[src/rtl/met_pkg.sv]
// shared constants, types and functions of the escape-time pixel engine
package met_pkg;

    localparam int FRAC_BITS  = 28;
    localparam int CW         = 32;
    localparam int PW         = 11;
    localparam int NW         = 11;
    localparam int STEP_W     = 31;
    localparam int ER_W       = 3;
    localparam int R2_W       = 2 * ER_W;
    localparam int PROD_W     = PW + STEP_W;
    localparam int SUM_W      = PROD_W + 2;
    localparam int MAG_W      = 2 * CW;
    localparam int SEQ_W      = 2;
    localparam int ITER_LIMIT = 1024;
    localparam int COLOR_W    = 8;
    localparam int CFG_IDX_W  = 3;

    localparam logic [CFG_IDX_W-1:0] REG_MIN_RE   = 3'd0;
    localparam logic [CFG_IDX_W-1:0] REG_MAX_IM   = 3'd1;
    localparam logic [CFG_IDX_W-1:0] REG_STEP     = 3'd2;
    localparam logic [CFG_IDX_W-1:0] REG_MAX_ITER = 3'd3;
    localparam logic [CFG_IDX_W-1:0] REG_ESC_RAD  = 3'd4;

    typedef struct packed {
        logic [PW-1:0]        col;
        logic [PW-1:0]        row;
        logic signed [CW-1:0] cr;
        logic signed [CW-1:0] ci;
    } point_t;

    typedef struct packed {
        logic                 valid;
        logic                 done;
        logic                 in_set;
        logic [SEQ_W-1:0]     seq;
        logic [PW-1:0]        col;
        logic [PW-1:0]        row;
        logic signed [CW-1:0] cr;
        logic signed [CW-1:0] ci;
        logic signed [CW-1:0] a;
        logic signed [CW-1:0] b;
        logic [NW-1:0]        n;
    } slot_t;

    typedef struct packed {
        logic [PW-1:0] col;
        logic [PW-1:0] row;
        logic          in_set;
        logic [NW-1:0] n;
    } res_t;

    function automatic logic signed [CW-1:0] sat32(input logic signed [SUM_W-1:0] v);
        logic signed [SUM_W-1:0] hi;
        logic signed [SUM_W-1:0] lo;
        hi = SUM_W'({1'b0, {(CW-1){1'b1}}});
        lo = ~hi;
        if (v > hi) begin
            sat32 = {1'b0, {(CW-1){1'b1}}};
        end else if (v < lo) begin
            sat32 = {1'b1, {(CW-1){1'b0}}};
        end else begin
            sat32 = v[CW-1:0];
        end
    endfunction

endpackage

[src/rtl/met_cgen.sv]
// two-stage pipeline that maps a pixel position to its complex point c
module met_cgen (
    input  logic                              aclk,
    input  logic                              aresetn,
    input  logic                              s_valid,
    output logic                              s_ready,
    input  logic [met_pkg::PW-1:0]            s_col,
    input  logic [met_pkg::PW-1:0]            s_row,
    input  logic signed [met_pkg::CW-1:0]     min_re,
    input  logic signed [met_pkg::CW-1:0]     max_im,
    input  logic [met_pkg::STEP_W-1:0]        step,
    output logic                              p_valid,
    input  logic                              p_ready,
    output met_pkg::point_t                   p_data
);

    logic                          v1_reg;
    logic [met_pkg::PW-1:0]        col1_reg;
    logic [met_pkg::PW-1:0]        row1_reg;
    logic [met_pkg::PROD_W-1:0]    pc_reg;
    logic [met_pkg::PROD_W-1:0]    pr_reg;
    logic                          v2_reg;
    met_pkg::point_t               pt2_reg;
    logic                          adv2;
    logic                          adv1;
    logic signed [met_pkg::SUM_W-1:0] re_sum;
    logic signed [met_pkg::SUM_W-1:0] im_sum;

    assign adv2    = !v2_reg || p_ready;
    assign adv1    = !v1_reg || adv2;
    assign s_ready = adv1;
    assign p_valid = v2_reg;
    assign p_data  = pt2_reg;

    assign re_sum = met_pkg::SUM_W'(min_re) + $signed({2'b00, pc_reg});
    assign im_sum = met_pkg::SUM_W'(max_im) - $signed({2'b00, pr_reg});

    always_ff @(posedge aclk) begin
        if (!aresetn) begin
            v1_reg <= 1'b0;
            v2_reg <= 1'b0;
        end else begin
            if (adv1) begin
                v1_reg   <= s_valid;
                col1_reg <= s_col;
                row1_reg <= s_row;
                pc_reg   <= met_pkg::PROD_W'(s_col) * met_pkg::PROD_W'(step);
                pr_reg   <= met_pkg::PROD_W'(s_row) * met_pkg::PROD_W'(step);
            end
            if (adv2) begin
                v2_reg      <= v1_reg;
                pt2_reg.col <= col1_reg;
                pt2_reg.row <= row1_reg;
                pt2_reg.cr  <= met_pkg::sat32(re_sum);
                pt2_reg.ci  <= met_pkg::sat32(im_sum);
            end
        end
    end

endmodule

[config.mk]
export PLATFORM = sky130hd
export DESIGN_NAME = met_cgen
export DESIGN_NICKNAME = d
export VERILOG_FILES = /design/src/rtl/met_pkg.sv /design/src/rtl/met_cgen.sv
export SDC_FILE = /design/constraint.sdc
export NUM_CORES = 2
export LEC_CHECK = 0
export BUFFER_PORTS_ARGS = -buffer_cell sky130_fd_sc_hd__buf_2
export CORE_UTILIZATION = 28
export CTS_CLUSTER_SIZE = 10
export DETAILED_ROUTE_END_ITERATION = 6
export PLACE_DENSITY_LB_ADDON = 0.2
export SETUP_SLACK_MARGIN = 0.2
export SYNTH_ARGS = -nofsm -noshare
export SYNTH_HDL_FRONTEND = slang
export SYNTH_SLANG_ARGS = --single-unit
[constraint.sdc]
create_clock -name aclk -period 13.7 [get_ports aclk]
set_input_delay 2.74 -clock aclk [delete_from_list [all_inputs] [get_ports aclk]]
set_output_delay 2.74 -clock aclk [all_outputs]
set_load 0.02 [all_outputs]
### After elaboration in Yosys (flattened, before gate mapping)

Index checks and enable logic that the tools add are counted.

* bits in registers: 194
* input port bits: 121
* output and inout port bits: 88
* word-level logic and storage cells: 26

* $add $sub $neg: 2
* $mul: 2
* order comparisons: 4
* muxes and demuxes: 2
* reduce and logical (&&, ||, !) cells: 6

Operator list (number)
* 44-bit by 32-bit > comparator with 1-bit output (second input constant): 2
* 44-bit by 32-bit < comparator with 1-bit output (second input constant): 2
* 11-bit by 31-bit multiplier with 42-bit output: 2
* 32-bit two-way mux: 2
* 32-bit by 43-bit adder with 44-bit output: 1
* 32-bit by 43-bit subtractor with 44-bit output: 1
* 2-bit AND reduction: 2
* 1-bit zero test: 2
* 1-bit logical OR: 2

### Longest topological paths before layout

* word-level depth: 4
* mapped depth: 24
* gate-level depth less buffers: 23

### Least setup slack after synthesis

Ideal clock, no wire load.

* kind: input port to flip-flop
* from: in step[5] in the netlist's numbering
* to: reg pc_reg[39] in the netlist's numbering, data pin
* setup time: 0.195 ns
* data arrival time: 8.222 ns
* data required time: 13.505 ns
* setup slack: 5.283 ns
* stages on the path: 21
* path buffers: 1
* cells stage by stage: clkbuf_1 > and2_1 > fa_1 > inv_1 > fa_1 > inv_1 > fa_1 > fa_1 > inv_1 > fa_1 > inv_1 > ha_1 > a2111oi_0 > a211o_1 > a31o_2 > o31a_1 > nand4b_1 > a21oi_1 > o41ai_1 > or4b_2 > o311ai_0

* word-level cells in the longest chain between the ends: 1

RTL lines
* from (decl): RTL line met_cgen.sv:11 `input logic [met_pkg::STEP_W-1:0] step,`
* 11-bit by 31-bit multiplier with 42-bit output: RTL line met_cgen.sv:47 `pc_reg <= met_pkg::PROD_W'(s_col) * met_pkg::PROD_W'(step);`
* to (signal assigned): RTL line met_cgen.sv:47
* to (decl): RTL line met_cgen.sv:20 `logic [met_pkg::PROD_W-1:0] pc_reg;`

No other way between the ends.
A chain may end at the register's enable or synchronous reset.

### Worst setup path after layout

* from: in s_row[2] in the netlist's numbering
* to: reg pr_reg[41] in the netlist's numbering, data pin

* word-level cells in the longest chain between the ends: 1

RTL lines
* from (decl): RTL line met_cgen.sv:8 `input logic [met_pkg::PW-1:0] s_row,`
* 11-bit by 31-bit multiplier with 42-bit output: RTL line met_cgen.sv:48 `pr_reg <= met_pkg::PROD_W'(s_row) * met_pkg::PROD_W'(step);`
* to (signal assigned): RTL line met_cgen.sv:48
* to (decl): RTL line met_cgen.sv:21 `logic [met_pkg::PROD_W-1:0] pr_reg;`

No other way between the ends.

==> impl_metrics.csv <==
group,metric,value,unit
run_status,outcome,"finished with violations",
cts,clk_pin_slew,80,ps
route,post_drt_wl_per_cell,16.8,microns
cts,cts_tree,"done",
logic_synthesis,synthXorXnorAreaFrac,3.66,%
cts,cts_root_buf,"clkbuf_16",
worst_setup_path,crit_end,"pr_reg[41]$_DFFE_PP_",
route,drt_iter0_drc,1133,
pwr,powerDensity,246,nW/um^2
placement,gp_congestion,0.827,
logic_synthesis,yosysWarnings,0,
grt,grtUsageTotal,15.1,%
timing,fmax,110,MHz
worst_setup_path,cp_cell_sequence,"buf_2 -> nand2_1 -> fa_1 -> fa_1 -> fa_1 -> inv_1 -> fa_1 -> inv_1 -> fa_1 -> inv_1 -> ha_1 -> o21ai_0 -> a21oi_1 -> o41ai_1 -> o2bb2ai_1 -> o31a_1 -> o41ai_1 -> a41oi_1 -> a31oi_1 -> nand3_1 -> a21oi_1 -> xnor2_1",
run_status,violations,"design-rule violations",
worst_setup_path,cpPeakStageDelay,940,ps
route,vias_per_cell,4.71,
logic_synthesis,synth_mux_area_share,0.0924,%
placement,numPortBuffers,208,
floorplan,floorplan.initialDensity,28.3,%
timing,worstMarginPinSlew,1030,ps
flow_run,maxCapViolCount,0,
grt,grt_pass1_vias,25600,
timing,fin_crit_sh,66.2,%
floorplan,fp.coreArea,115000,sq um
floorplan,io_pins,209,
logic_synthesis,syn_nets,4373,
cts,htree_levels,4,
logic_synthesis,yosysTopAreaCellShare,32.2,%
final_layout,fin_nets,4445,
cts,cts_hold_buf,0,
worst_setup_path,required,13990,ps
floorplan,die_x,343,microns
logic_synthesis,synthesis.area,32500,sq um
worst_setup_path,path_class,"primary input to flop",
logic_synthesis,synth_top_area_cell,"fa_1",
cts,cts_made_buffers,17,
worst_setup_path,r2r-end,"p_data[39]$_SDFFCE_PN1P_",
worst_setup_path,r2r_setup_slack,9040,ps
logic_synthesis,synth_area_leaders,"fa_1 32%, edfxtp_1 18%, ha_1 9.5%",
worst_setup_path,slowest_stage,"o41ai_1",
grt,grt-ovfl-total,0,
worst_setup_path,cp-end-kind,"flop",
floorplan,die_height,343,microns
route,drc,32,
timing,min_period,9070,ps
logic_synthesis,syn_inst,3484,
floorplan,num_rows,124,
cts,worstSkewPairLatency,540,ps
timing,setup-violations-final,0,
logic_synthesis,synth_cell_type_count,90,
logic_synthesis,ys_async_sr_fraction,0,%
floorplan,die_area,117000,sq um
final_layout,syn_to_final_growth,9.10,%
grt,grt_start_max_net_pins,54,
logic_synthesis,avgSynthCellArea,9.33,sq um
worst_setup_path,worst_ep_arrival_time,9360,ps
worst_setup_path,cp_max_fo,32,
timing,relSlewSlack,30.4,%
timing,slew_viol_final,0,
hold_path,hold_class,"flop to flop",
route,dr.pass1.iters,7,
timing,fin_setup_tns,0,ps
pwr,worst_ir_drop_vdd,0.000147,V
grt,grt_antenna_before_repair,17,
cts,cts_max_path_buffers,2,
pwr,p_leak,0.0164,uW
logic_synthesis,synth_edf_count,192,
worst_setup_path,startpoint,"s_row[2]",
cts,cts_setup_buffers,0,
logic_synthesis,ys_seq_area_share,17.9,%
logic_synthesis,synth_top_family_by_area,"adder cells",
logic_synthesis,yosys_most_used_dff,"edfxtp_1",
timing,rsz0062_at_grt,"no",
final_layout,layout-drive-gt1-share,8.55,%
route,ant_nets,0,
logic_synthesis,synthAdderAreaFrac,41.6,%
final_layout,largest_register_ffs,86,
timing,hold_viol,0,
worst_setup_path,startpoint_type,"primary input",
logic_synthesis,synth-seq-cells,194,
worst_setup_path,r2r_start,"pc_reg[16]$_DFFE_PP_",
logic_synthesis,synth_compound_area_share,11.6,%
timing,fin_skew,17.7,ps
final_layout,fin_util,30.9,%
worst_setup_path,crit_top_cell,"fa_1",
route,vias,24000,
cts,numClockSinks,194,
cts,post_cts_resized,0,
placement,dp_hpwl,65.8,mm
logic_synthesis,synthSimpleGateAreaFrac,16.3,%
grt,grt_pass1_wl,139,mm
route,wirelength,85.1,mm
worst_setup_path,ff2ff_path_depth,13,
==> logic make-up (layout without fill, tap and decap cells) <==
kind of cell / count (synthesis) / in the layout
buffers and inverters: 741 / 825
AO/OA/AOI/OAI: 557 / 557
AND/OR/NAND/NOR: 1085 / 1085
XOR/XNOR: 136 / 136
adder cells (fa/ha/maj): 768 / 768
multiplexers: 3 / 3
flip-flops: 194 / 194
other: 0 / 3
==> metal layers <==
layer / up-vias / GRT usage, % / share of wire (%)
li1: 11300 / - / -
met1: 12300 / 19.6 / 45
met2: 306 / 26.0 / 50
met3: 60 / 2.94 / 3.9
met4: 18 / 3.15 / 1.1
met5: - / 0 / 0.12
==> power by group <==
| part | internal (uW) | switching [uW] |
|---|---|---|
| clock network | 286 | 267 |
| registers | 1160 | 52.5 |
| logic | 2930 | 4020 |
| total | 4380 | 4340 |
==> worst max-delay path, delay by kind of cell <==
kind	cells	cell delay [ps]
adders and majority gates	6	2860
AOI/OAI and AO/OA	9	2710
buffers and inverters	4	660
and+or+nand+nor	2	270
xor gates and xnor gates	1	90
==> synth_stat cells, types with 6 or more instances <==
cell	number
inv_1	571
fa_1	522
nand2_1	490
and2_1	300
ha_1	246
edfxtp_1	192
a21oi_1	155
clkbuf_1	154
a21o_1	107
xnor2_1	91
nor2_1	88
o21ai_0	67
xor2_1	45
nand3_1	39
nor3_1	39
o21bai_1	26
o21a_1	24
nor2b_1	23
nand2b_1	21
o21ai_1	21
and3_1	19
nand4_1	19
a31oi_1	16
o211ai_1	16
a211oi_1	14
o21ai_2	12
or3_1	11
buf_6	8
o31ai_1	8
nor4_1	7
or2_2	7
a2111oi_0	6
a211o_1	6
a21boi_0	6
o31a_1	6
==> placed cells by master (no fill, tap or decap), types with 67 or more instances in the layout <==
master    synthesis  routed
and2_1          300     299
o21ai_0          67      67
edfxtp_1        192     192
nor2_1           88      88
xnor2_1          91      91
nand2_1         490     490
a21o_1          107     107
ha_1            246     246
a21oi_1         155     155
inv_1           571     571
fa_1            522     522
buf_2             3     208
==> how the worst min path moves through the flow <==
stage,startpoint,to,slack (ps),cells past startpoint
2_1_floorplan,row1_reg[0]$_DFFE_PP_,p_data[64]$_DFFE_PP_,400,0
3_3_place_gp,col1_reg[6]$_DFFE_PP_,p_data[81]$_DFFE_PP_,400,0
3_5_place_dp,row1_reg[6]$_DFFE_PP_,p_data[70]$_DFFE_PP_,400,0
4_1_cts,row1_reg[6]$_DFFE_PP_,p_data[70]$_DFFE_PP_,420,0
5_1_grt,row1_reg[2]$_DFFE_PP_,p_data[66]$_DFFE_PP_,430,0
6_report,row1_reg[6]$_DFFE_PP_,p_data[70]$_DFFE_PP_,420,0
==> final cells by class <==
cell class	count	area, sq um
well taps	1512	1890
clock inverters	12	160
flip-flops and latches	194	5810
fillers	12200	79200
multi-input cells	2549	23900
repair buffers	223	1150
clock buffers	19	433
inverters	571	2140
diodes	3	7.51
==> metrics by stage <==
stage	std cells	cell area, sq um	setup slack (ps)	total power, uW	hold slack (ps)
6_report	5083	35500	4630	8720	421
5_1_grt	5081	35500	4320	9840	428
4_1_cts	5080	35500	4770	8910	423
3_5_place_dp	5049	34900	4170	8290	405
3_3_place_gp	5049	34900	4200	8290	401
2_1_floorplan	3484	32500	5280	6660	400
Note: power is estimated with default switching activity, not from simulation.
