===== config.mk =====
export PLATFORM = sky130hd
export DESIGN_NAME = met_color
export DESIGN_NICKNAME = d
export VERILOG_FILES = /design/src/rtl/met_pkg.sv /design/src/rtl/met_color.sv
export SDC_FILE = /design/constraint.sdc
export NUM_CORES = 1
export LEC_CHECK = 0
export BUFFER_PORTS_ARGS = -buffer_cell sky130_fd_sc_hd__buf_2
export CORE_MARGIN = 2
export CORE_UTILIZATION = 45
export CTS_CLUSTER_SIZE = 12
export DETAILED_ROUTE_END_ITERATION = 8
export MAX_ROUTING_LAYER = met4
export PLACE_DENSITY = 0.68
export SETUP_SLACK_MARGIN = 0.05
export SYNTH_ARGS = -nofsm -noshare
export SYNTH_HDL_FRONTEND = slang
export SYNTH_SLANG_ARGS = --single-unit

===== constraint.sdc =====
create_clock -name aclk -period 5.2 [get_ports aclk]
set_input_delay 0 -clock aclk [delete_from_list [all_inputs] [get_ports aclk]]
set_output_delay 0 -clock aclk [all_outputs]
set_load 0.01 [all_outputs]

===== src/rtl/met_pkg.sv =====
// shared constants, types and functions of the escape-time pixel engine
package met_pkg;

    localparam int FRAC_BITS  = 28;
    localparam int CW         = 32;
    localparam int PW         = 11;
    localparam int NW         = 11;
    localparam int STEP_W     = 31;
    localparam int ER_W       = 3;
    localparam int R2_W       = 2 * ER_W;
    localparam int PROD_W     = PW + STEP_W;
    localparam int SUM_W      = PROD_W + 2;
    localparam int MAG_W      = 2 * CW;
    localparam int SEQ_W      = 2;
    localparam int ITER_LIMIT = 1024;
    localparam int COLOR_W    = 8;
    localparam int CFG_IDX_W  = 3;

    localparam logic [CFG_IDX_W-1:0] REG_MIN_RE   = 3'd0;
    localparam logic [CFG_IDX_W-1:0] REG_MAX_IM   = 3'd1;
    localparam logic [CFG_IDX_W-1:0] REG_STEP     = 3'd2;
    localparam logic [CFG_IDX_W-1:0] REG_MAX_ITER = 3'd3;
    localparam logic [CFG_IDX_W-1:0] REG_ESC_RAD  = 3'd4;

    typedef struct packed {
        logic [PW-1:0]        col;
        logic [PW-1:0]        row;
        logic signed [CW-1:0] cr;
        logic signed [CW-1:0] ci;
    } point_t;

    typedef struct packed {
        logic                 valid;
        logic                 done;
        logic                 in_set;
        logic [SEQ_W-1:0]     seq;
        logic [PW-1:0]        col;
        logic [PW-1:0]        row;
        logic signed [CW-1:0] cr;
        logic signed [CW-1:0] ci;
        logic signed [CW-1:0] a;
        logic signed [CW-1:0] b;
        logic [NW-1:0]        n;
    } slot_t;

    typedef struct packed {
        logic [PW-1:0] col;
        logic [PW-1:0] row;
        logic          in_set;
        logic [NW-1:0] n;
    } res_t;

    function automatic logic signed [CW-1:0] sat32(input logic signed [SUM_W-1:0] v);
        logic signed [SUM_W-1:0] hi;
        logic signed [SUM_W-1:0] lo;
        hi = SUM_W'({1'b0, {(CW-1){1'b1}}});
        lo = ~hi;
        if (v > hi) begin
            sat32 = {1'b0, {(CW-1){1'b1}}};
        end else if (v < lo) begin
            sat32 = {1'b1, {(CW-1){1'b0}}};
        end else begin
            sat32 = v[CW-1:0];
        end
    endfunction

endpackage


===== src/rtl/met_color.sv =====
// serial color divider and output register of the escape-time engine
module met_color (
    input  logic                          aclk,
    input  logic                          aresetn,
    input  logic                          r_valid,
    output logic                          r_ready,
    input  met_pkg::res_t                 r_data,
    input  logic [met_pkg::NW-1:0]        lim,
    output logic                          m_valid,
    input  logic                          m_ready,
    output logic [met_pkg::PW-1:0]        m_out_col,
    output logic [met_pkg::PW-1:0]        m_out_row,
    output logic                          m_inside_res,
    output logic [met_pkg::NW-1:0]        m_iter_count,
    output logic [met_pkg::COLOR_W-1:0]   m_green,
    output logic [met_pkg::COLOR_W-1:0]   m_blue
);

    localparam int KW    = $clog2(met_pkg::COLOR_W);
    localparam int REM_W = met_pkg::NW + met_pkg::COLOR_W;
    localparam int BL_W  = met_pkg::COLOR_W + 10;

    typedef enum logic [1:0] {ST_IDLE, ST_DIV, ST_FIN, ST_OUT} state_t;

    state_t                       state_reg;
    met_pkg::res_t                res_reg;
    logic [REM_W-1:0]             rem_reg;
    logic [met_pkg::COLOR_W-1:0]  q_reg;
    logic [KW-1:0]                k_reg;
    logic [met_pkg::COLOR_W-1:0]  green_reg;
    logic [met_pkg::COLOR_W-1:0]  blue_reg;
    logic [REM_W-1:0]             dsor;
    logic [REM_W-1:0]             dvnd;
    logic [BL_W-1:0]              blue_prod;

    assign r_ready      = state_reg == ST_IDLE;
    assign m_valid      = state_reg == ST_OUT;
    assign m_out_col    = res_reg.col;
    assign m_out_row    = res_reg.row;
    assign m_inside_res = res_reg.in_set;
    assign m_iter_count = res_reg.n;
    assign m_green      = green_reg;
    assign m_blue       = blue_reg;

    assign dsor      = REM_W'(lim) << k_reg;
    assign dvnd      = (REM_W'(r_data.n) << met_pkg::COLOR_W) - REM_W'(r_data.n);
    assign blue_prod = BL_W'(q_reg) * BL_W'(615);

    always_ff @(posedge aclk) begin
        if (!aresetn) begin
            state_reg <= ST_IDLE;
        end else begin
            case (state_reg)
                ST_IDLE: begin
                    if (r_valid) begin
                        res_reg   <= r_data;
                        rem_reg   <= dvnd;
                        q_reg     <= '0;
                        k_reg     <= KW'(met_pkg::COLOR_W - 1);
                        state_reg <= ST_DIV;
                    end
                end
                ST_DIV: begin
                    if (rem_reg >= dsor) begin
                        rem_reg      <= rem_reg - dsor;
                        q_reg[k_reg] <= 1'b1;
                    end
                    if (k_reg == '0) begin
                        state_reg <= ST_FIN;
                    end
                    k_reg <= k_reg - 1'b1;
                end
                ST_FIN: begin
                    green_reg <= res_reg.in_set ? '0 : q_reg;
                    state_reg <= ST_OUT;
                    // blue = floor(3*green/5) via 3*205/1024
                    blue_reg  <= res_reg.in_set ? '0 : blue_prod[BL_W-1:10];
                end
                ST_OUT: begin
                    if (m_ready) begin
                        state_reg <= ST_IDLE;
                    end
                end
                default: begin
                    state_reg <= ST_IDLE;
                end
            endcase
        end
    end

    a_blue_range: assert property (@(posedge aclk) disable iff (!aresetn)
        (state_reg == ST_OUT && $past(state_reg) == ST_OUT) |-> (blue_reg <= 8'd153))
        else $error("blue out of range");

    a_inside_dark: assert property (@(posedge aclk) disable iff (!aresetn)
        (m_valid && m_inside_res) |-> (m_green == '0))
        else $error("inside pixel has color");

    a_ring_wait: assert property (@(posedge aclk) disable iff (!aresetn)
        (state_reg == ST_DIV) |=> (state_reg == ST_DIV || state_reg == ST_FIN))
        else $error("divider left early");

endmodule


Yosys cells after proc, flatten, opt, wreduce, memory -nomap -nowiden:

Cells that the tools add are included.
W data, S select, Z words.

* input port bits: 49
* word-level logic and storage cells: 49
* output and inout bits: 52
* register bits: 82

* shifts and indexed selects: 1
* bitwise operators: 1
* magnitude comparators: 3
* $mul: 1
* equal/unequal tests: 7
* multiplexer cells: 14
* reductions and logical operators: 9
* add/subtract/negate cells: 3

Operators by type and width (count)
* $mux W19: 2
* $pmux W19 S2: 1
* $ge A19 B19 Y1: 1
* $shl A11 B3 Y19: 1
* $sub A19 B11 Y19: 1
* $sub A19 B19 Y19: 1
* $mul A8 B10 Y18 const B: 1
* $mux W8: 2
* $pmux W8 S2: 1
* $reduce_and A3 Y1: 3
* $or A8 B8 Y8: 1
* $pmux W2 S4: 1
* $mux W2: 3
* $ne A2 B2 Y1 const B: 3
* $pmux W3 S2: 1
* $eq A2 B2 Y1 const B: 2
* $lt A3 B4 Y1 const B: 1
* $reduce_and A4 Y1: 1
* $demux W1 S3: 1
* $ge A3 B1 Y1 const B: 1
* $logic_not A3 Y1: 1
* $mux W3: 1
* $sub A3 B1 Y3 const B: 1
* $eq A2 B1 Y1 const B: 1
* 6 further kinds: 6

Depth between registers and ports, before layout:

Gate-level depths: netlist (run 1).

* depth in word-level cells: 7
* mapped depth: 15
* depth with buffers taken out: 15

Least setup slack after synthesis (run 1):

No wires, ideal clock.

* kind: register to register
* start point: reg k_reg[0]
* end point: reg q_reg[0] (netlist name) (enable)
* setup time: 0.418 ns
* path slack: 0.798 ns
* cell stages (with the launch flop): 13
* required time: 4.782 ns
* arrival: 3.984 ns
* buffers on the path: 2
* period minus slack after synthesis: 4.402 ns
* cells stage by stage: edfxtp_1 buf_1 buf_2 mux2i_1 a21oi_1 mux2i_1 ha_1 nand4_1 nor3_1 o31ai_1 a311oi_1 o2111ai_1 a21boi_1

* cells in the longest elaborated chain, start to end: 4

RTL lines
* start: declaration: RTL line met_color.sv:29 `logic [KW-1:0] k_reg;`
* start signal: assignment: RTL line met_color.sv:59 `k_reg <= KW'(met_pkg::COLOR_W - 1);`
* start signal: assignment: RTL line met_color.sv:71 `k_reg <= k_reg - 1'b1;`
* $shl A11 B3 Y19: RTL line met_color.sv:45 `assign dsor = REM_W'(lim) << k_reg;`
* $ge A19 B19 Y1: RTL line met_color.sv:64 `if (rem_reg >= dsor) begin`
* $ne A2 B2 Y1 (no line)
* $reduce_and A4 Y1 (no line)
* end signal: assignment: RTL line met_color.sv:58 `q_reg <= '0;`
* end signal: indexed assignment: RTL line met_color.sv:66 `q_reg[k_reg] <= 1'b1;`
* end: declaration: RTL line met_color.sv:28 `logic [met_pkg::COLOR_W-1:0] q_reg;`

No other way between the ends.
A chain may end at the register's enable or synchronous reset.

Worst setup path in the final report (run 1):

* start point: reg q_reg[5] (netlist name)
* end point: reg blue_reg, in the netlist m_blue[4], data pin

* cells in the longest elaborated chain, start to end: 1

RTL lines
* $mul A8 B10 Y18: RTL line met_color.sv:47 `assign blue_prod = BL_W'(q_reg) * BL_W'(615);`
* end signal: assignment: RTL line met_color.sv:77 `blue_reg <= res_reg.in_set ? '0 : blue_prod[BL_W-1:10];`
* end: declaration: RTL line met_color.sv:31 `logic [met_pkg::COLOR_W-1:0] blue_reg;`

No other way between the ends.

==> run_results.csv, run 1 <==
group,metric,value,unit
run_status,status,"finished clean",
route,wl_met3,496,um
yosys,synthCells,590,
clock_tree,cts-buffers-inserted,9,
layout,final_net_count,854,
pwr,p_leak,0.00321,uW
floorplan,design.die.area,14500,um2
yosys,postSynthAreaPerCell,10.4,um2
setup_path,crit_fanout,7,
sta,finClkSkew,0.00394,ns
route,route.detailed.drc,0,
yosys,synth-seq-cells,82,
yosys,asyncSetResetFlopFracSynth,0,%
placed_design,gp_congestion,0.888,
sta,drv_slew,0,
sta,slew_headroom,29.1,%
route,drtPass1Iterations,6,
sta,period_minus_slack,4.58,ns
route,top_layer_used,"met4",
sta,worst_slew_pin_slew,1.06,ns
sta,post-route-period-util,88.0,%
yosys,synth_area_leaders,"edfxtp_1 (39%), ha_1 (15%), fa_1 (5.2%)",
sta,clock.fmax,0.218,GHz
clock_tree,cts_max_path_buffers,2,
route,ant_nets,0,
layout,diodes,0,
floorplan,fp.coreArea,13200,um2
setup_path,crit_arrival,4.68,ns
yosys,yosys.area.top_type_share,39.3,%
route,drt-met1-wl,6.16,mm
floorplan,rows,42,
sta,rsz0062_at_grt,"false",
floorplan,fp.dieH,121,um
layout,drive_above_1_share,18.4,%
sta,hold_violations,0,
job,drv_cap,0,
setup_path,end_kind,"register",
clock_tree,htree_levels,3,
floorplan,start_util,46.2,%
sta,fin_setup_tns,0,ns
clock_tree,clock_sinks,82,
yosys,synth.most_common_cell,"edfxtp_1",
floorplan,die_width,121,um
clock_tree,clk_pin_slew,0.07,ns
yosys,yosysWarnings,0,
pwr,ir_drop,0.267,mV
global_route,gr-total-overflow,0,
layout,largest_reg_flops,19,
global_route,antenna_found_initial,0,
yosys,synth.net_count,728,
layout,final_core_util,55.8,%
route,finalWirelength,14.3,mm
yosys,synth_edf_count,80,
global_route,grt_pass1_vias,4949,
floorplan,ios,101,
route,first_iter_violations,259,
layout,layout-area-overhead-vs-synth,20.9,%
global_route,track_usage,21.1,%
placed_design,portBuffers,100,
route,avgRoutedWirePerCell,15.9,um
pwr,powerDensity,575,nW/um2
clock_tree,clock_tree.root_cell,"clkbuf_16",
route,via_per_inst,5.51,
placed_design,place_hpwl,10.7,mm
yosys,ys.flop_type,"edfxtp_1",
global_route,grt_pass1_wl,23.6,mm
route,num_vias,4942,
sta,setup_viol,0,
yosys,yosysSeqAreaShare,39.9,%
clock_tree,tritoncts,"done",
setup_path,crit_type,"register to register",
yosys,syn_area,6120,um2
route,wl_met2,7.15,mm
global_route,grt_max_degree,57,
yosys,synth_common_cells,"edfxtp_1 (80), ha_1 (73), inv_1 (53)",
yosys,synth_cell_types,67,
setup_path,startpoint_type,"register",
clock_tree,insertion_delay,0.35,ns
setup_path,cp.required,5.30,ns
min_path,hp-class,"input pin to register",
yosys,synth_top_cell_by_area,"edfxtp_1",
[where the power goes]
group          total (uW)  leakage (uW)  internal [uW]  switching [uW]
Clock                 617      0.000135            331             286
Combinational        2570       0.00232           1100            1470
Sequential           1060      0.000755            961            99.2
Total                4250       0.00321           2390            1860
[what timing repair did]
item	CTS	global route
gates resized for setup	0	0
hold endpoints to repair	35	0
buffers inserted	0	0
hold buffers	34	0
[critical path, stage by stage (launching register included)]
cell and delay (ns):
edfxtp_1 0.52, fa_1 0.58, inv_1 0.05, fa_1 0.50
inv_1 0.05, fa_1 0.50, inv_1 0.06, fa_1 0.53
inv_1 0.04, ha_1 0.28, nand4_1 0.09, or2_1 0.22
o2bb2ai_1 0.41, a2111oi_0 0.19, a311o_1 0.30
[layout make-up]
type	instances	area, um2
clock buffer	9	225
clock inverter	7	57.6
fill	1175	5850
inverter	53	199
multi-input combinational	432	3380
sequential	82	2440
tap	176	220
timing repair buffer	138	871
[layer usage]
metal | track usage, % | vias up
met5 | - | -
met4 | 9.74 | 0
met3 | 3.07 | 31
met2 | 35.1 | 118
met1 | 25.6 | 2389
li1 | - | 2404
[layout by cell type, fill, tap and decap left out, drive strengths merged, types with 16 or more instances in the layout]
cell,netlist,layout
a21oi,46,46
buf,9,104
dlygate4sd3,0,34
edfxtp,80,80
fa,16,16
ha,73,73
inv,53,57
nand2,31,31
nor2,51,51
o21ai,19,19
xnor2,17,17
[logic make-up after synthesis]
group                    Yosys count  share of synthesized area [%]
buffers and inverters             76                           4.85
adder cells (fa/ha/maj)           89                           20.2
XOR/XNOR                          27                           3.87
multiplexers                      20                           3.56
flip-flops                        82                           39.9
AO/OA/AOI/OAI                    126                           13.4
AND/OR/NAND/NOR                  170                           14.2
[through the flow]
step / hold WS, ns / std cells / setup WS, ns / power, uW / instance area (um2)
CTS: 0.0159 / 897 / 0.625 / 4270 / 7400
finish: 0.0259 / 897 / 0.622 / 4250 / 7400
floorplan: 0.0989 / 590 / 0.798 / 3010 / 6120
detailed placement: 0.178 / 847 / 0.605 / 3620 / 6770
global placement: 0.177 / 847 / 0.738 / 3510 / 6770
global route: 0.0277 / 897 / 0.439 / 4670 / 7400
[path summary, 6_finish.rpt]
check / from / to / slack (ns) / cells past startpoint
min: r_data[5] / m_iter_count[5]$_DFFE_PP_ / 0.03 / 1
min reg2reg: state_reg[0]$_SDFFE_PN0P_ / state_reg[0]$_SDFFE_PN0P_ / 0.55 / 2
max: q_reg[5]$_SDFFCE_PN0P_ / m_blue[4]$_SDFFCE_PP0P_ / 0.62 / 14
max reg2reg: q_reg[5]$_SDFFCE_PN0P_ / m_blue[4]$_SDFFCE_PP0P_ / 0.62 / 14
Power figures use the tool's default switching activity.
==> inputs of run 2 (changes only) <==
--- a/config.mk
+++ b/config.mk
@@ -6,7 +6,7 @@
 export NUM_CORES = 1
 export LEC_CHECK = 0
 export BUFFER_PORTS_ARGS = -buffer_cell sky130_fd_sc_hd__buf_2
-export CORE_MARGIN = 2
+export CORE_MARGIN = 8
 export CORE_UTILIZATION = 45
 export CTS_CLUSTER_SIZE = 12
 export DETAILED_ROUTE_END_ITERATION = 8
==> run_results.csv, run 2 (same netlist as run 1, synthesis figures left out) <==
group,metric,value,unit
run_status,status,"finished clean",
sta,post-route-period-util,88.4,%
route,avgRoutedWirePerCell,16.8,um
min_path,hold_depth,1,
setup_path,max_stage_delay,0.58,ns
layout,mostFrequentLayoutCell,"buf_2",
sta,setup_viol,0,
sta,hold_violations,0,
setup_path,crit_family,"adder cells",
pwr,p_int,2450,uW
clock_tree,clock_sinks,82,
route,via_per_inst,5.47,
clock_tree,cts_setup_buffers,0,
min_path,hold-path-endpoint,"m_iter_count[6]$_DFFE_PP_",
pwr,clock_power_share,15.2,%
global_route,grt_pass1_wl,24.9,mm
route,ant_nets,0,
setup_path,worst-path-buf-inv,4,
global_route,antenna_found_initial,0,
setup_path,path_cells,"fa_1 -> inv_1 -> fa_1 -> inv_1 -> fa_1 -> inv_1 -> fa_1 -> inv_1 -> ha_1 -> nand4_1 -> or2_1 -> o2bb2ai_1 -> a2111oi_0 -> a311o_1",
sta,period_minus_slack,4.60,ns
sta,finClkSkew,0.00493,ns
floorplan,design.die.area,17600,um2
layout,layout_common_cells,"buf_2 (100), edfxtp_1 (80), ha_1 (73), inv_1 (53), nor2_1 (51)",
clock_tree,clk_pin_slew,0.07,ns
setup_path,slowest_stage,"fa_1",
placed_design,place_hpwl,11.6,mm
setup_path,regToRegEndpoint,"m_blue[4]$_SDFFCE_PP0P_",
job,drv_cap,0,
route,route.detailed.drc,0,
sta,slew_headroom,29.4,%
setup_path,regToRegSetupSlack,0.60,ns
pwr,pwr-share-comb,60.4,%
floorplan,die_width,133,um
pwr,p_switching,1880,uW
layout,final_net_count,852,
floorplan,fp.dieH,133,um
sta,clock.fmax,0.218,GHz
placed_design,portBuffers,100,
layout,drive_above_1_share,18.4,%
global_route,gr-total-overflow,0,
min_path,min_from,"r_data[6]",
sta,worst_slew_pin_slew,1.06,ns
setup_path,crit_arrival,4.68,ns
floorplan,ios,101,
setup_path,crit_start,"q_reg[5]$_SDFFCE_PN0P_",
setup_path,startpoint_type,"register",
setup_path,reg2reg_from,"q_reg[5]$_SDFFCE_PN0P_",
clock_tree,cts-resized-gates,0,
pwr,powerDensity,585,nW/um2
clock_tree,cts-buffers-inserted,9,
pwr,seq_power_share,24.4,%
layout,diodes,0,
route,finalWirelength,15.0,mm
setup_path,crit_fanout,7,
global_route,grt_pass1_vias,5122,
clock_tree,cts_max_path_buffers,2,
floorplan,start_util,46.2,%
pwr,p_leak,0.00322,uW
route,first_iter_violations,269,
route,num_vias,4896,
sta,drv_slew,0,
setup_path,reg2reg_depth,14,
clock_tree,clock_tree.root_cell,"clkbuf_16",
clock_tree,insertion_delay,0.34,ns
global_route,track_usage,17.7,%
setup_path,crit_type,"register to register",
clock_tree,htree_levels,3,
pwr,ir_drop,0.289,mV
sta,fin_setup_tns,0,ns
clock_tree,cts_hold_buf,32,
sta,rsz0062_at_grt,"false",
layout,layout-area-overhead-vs-synth,21.1,%
setup_path,end_kind,"register",
global_route,grt_max_degree,56,
pwr,switching_share,43.5,%
layout,largest_reg_flops,19,
clock_tree,tritoncts,"done",
floorplan,rows,42,
setup_path,cp.required,5.29,ns
route,drtPass1Iterations,5,
floorplan,fp.coreArea,13200,um2
placed_design,gp_congestion,0.899,
layout,final_core_util,55.9,%
min_path,hp-class,"input pin to register",
-- run 2: per-stage QoR --
stage | instances | power, uW | hold slack (ns) | cell area, um2 | setup WS, ns
3_5_place_dp | 847 | 3660 | 0.178 | 6790 | 0.631
3_3_place_gp | 847 | 3530 | 0.176 | 6790 | 0.740
6_report | 895 | 4330 | 0.0146 | 7410 | 0.604
5_1_grt | 895 | 4740 | 0.0126 | 7410 | 0.296
2_1_floorplan | 590 | 3010 | 0.0989 | 6120 | 0.798
4_1_cts | 895 | 4360 | 0.000524 | 7410 | 0.617
-- run 2: cell type report --
cell class                 instances  area [um2]
fill                            1188        5840
multi-input combinational        432        3380
sequential                        82        2440
timing repair buffer             136         863
clock buffer                      10         229
tap                              176         220
inverter                          53         199
clock inverter                     6        72.6
-- run 2: worst max-delay path by stage --
stage	end	slack, ns	cells after the start
2_1_floorplan	q_reg[0]$_SDFFCE_PN0P_	0.80	12
3_3_place_gp	m_blue[6]$_SDFFCE_PP0P_	0.74	15
3_5_place_dp	m_blue[4]$_SDFFCE_PP0P_	0.63	14
4_1_cts	m_blue[4]$_SDFFCE_PP0P_	0.62	14
5_1_grt	m_blue[4]$_SDFFCE_PP0P_	0.30	14
6_report	m_blue[4]$_SDFFCE_PP0P_	0.60	14
-- run 2: power groups by stage --
stage                     Combinational [uW]  Clock, uW  Sequential [uW]
after global placement                  2460          0             1060
after CTS                               2630        672             1060
after global routing                    2970        698             1070
final                                   2610        657             1060
after floorplan                         1950          0             1060
after detailed placement                2580          0             1070
-- run 2: layer usage --
| metal | track usage, % | vias to the layer above | routed length (um) |
|---|---|---|---|
| li1 | - | 2394 | - |
| met2 | 30.8 | 138 | 7800 |
| met3 | 3.94 | 17 | 643 |
| met5 | - | - | 0 |
| met1 | 20.2 | 2347 | 6350 |
| met4 | 4.35 | 0 | 221 |
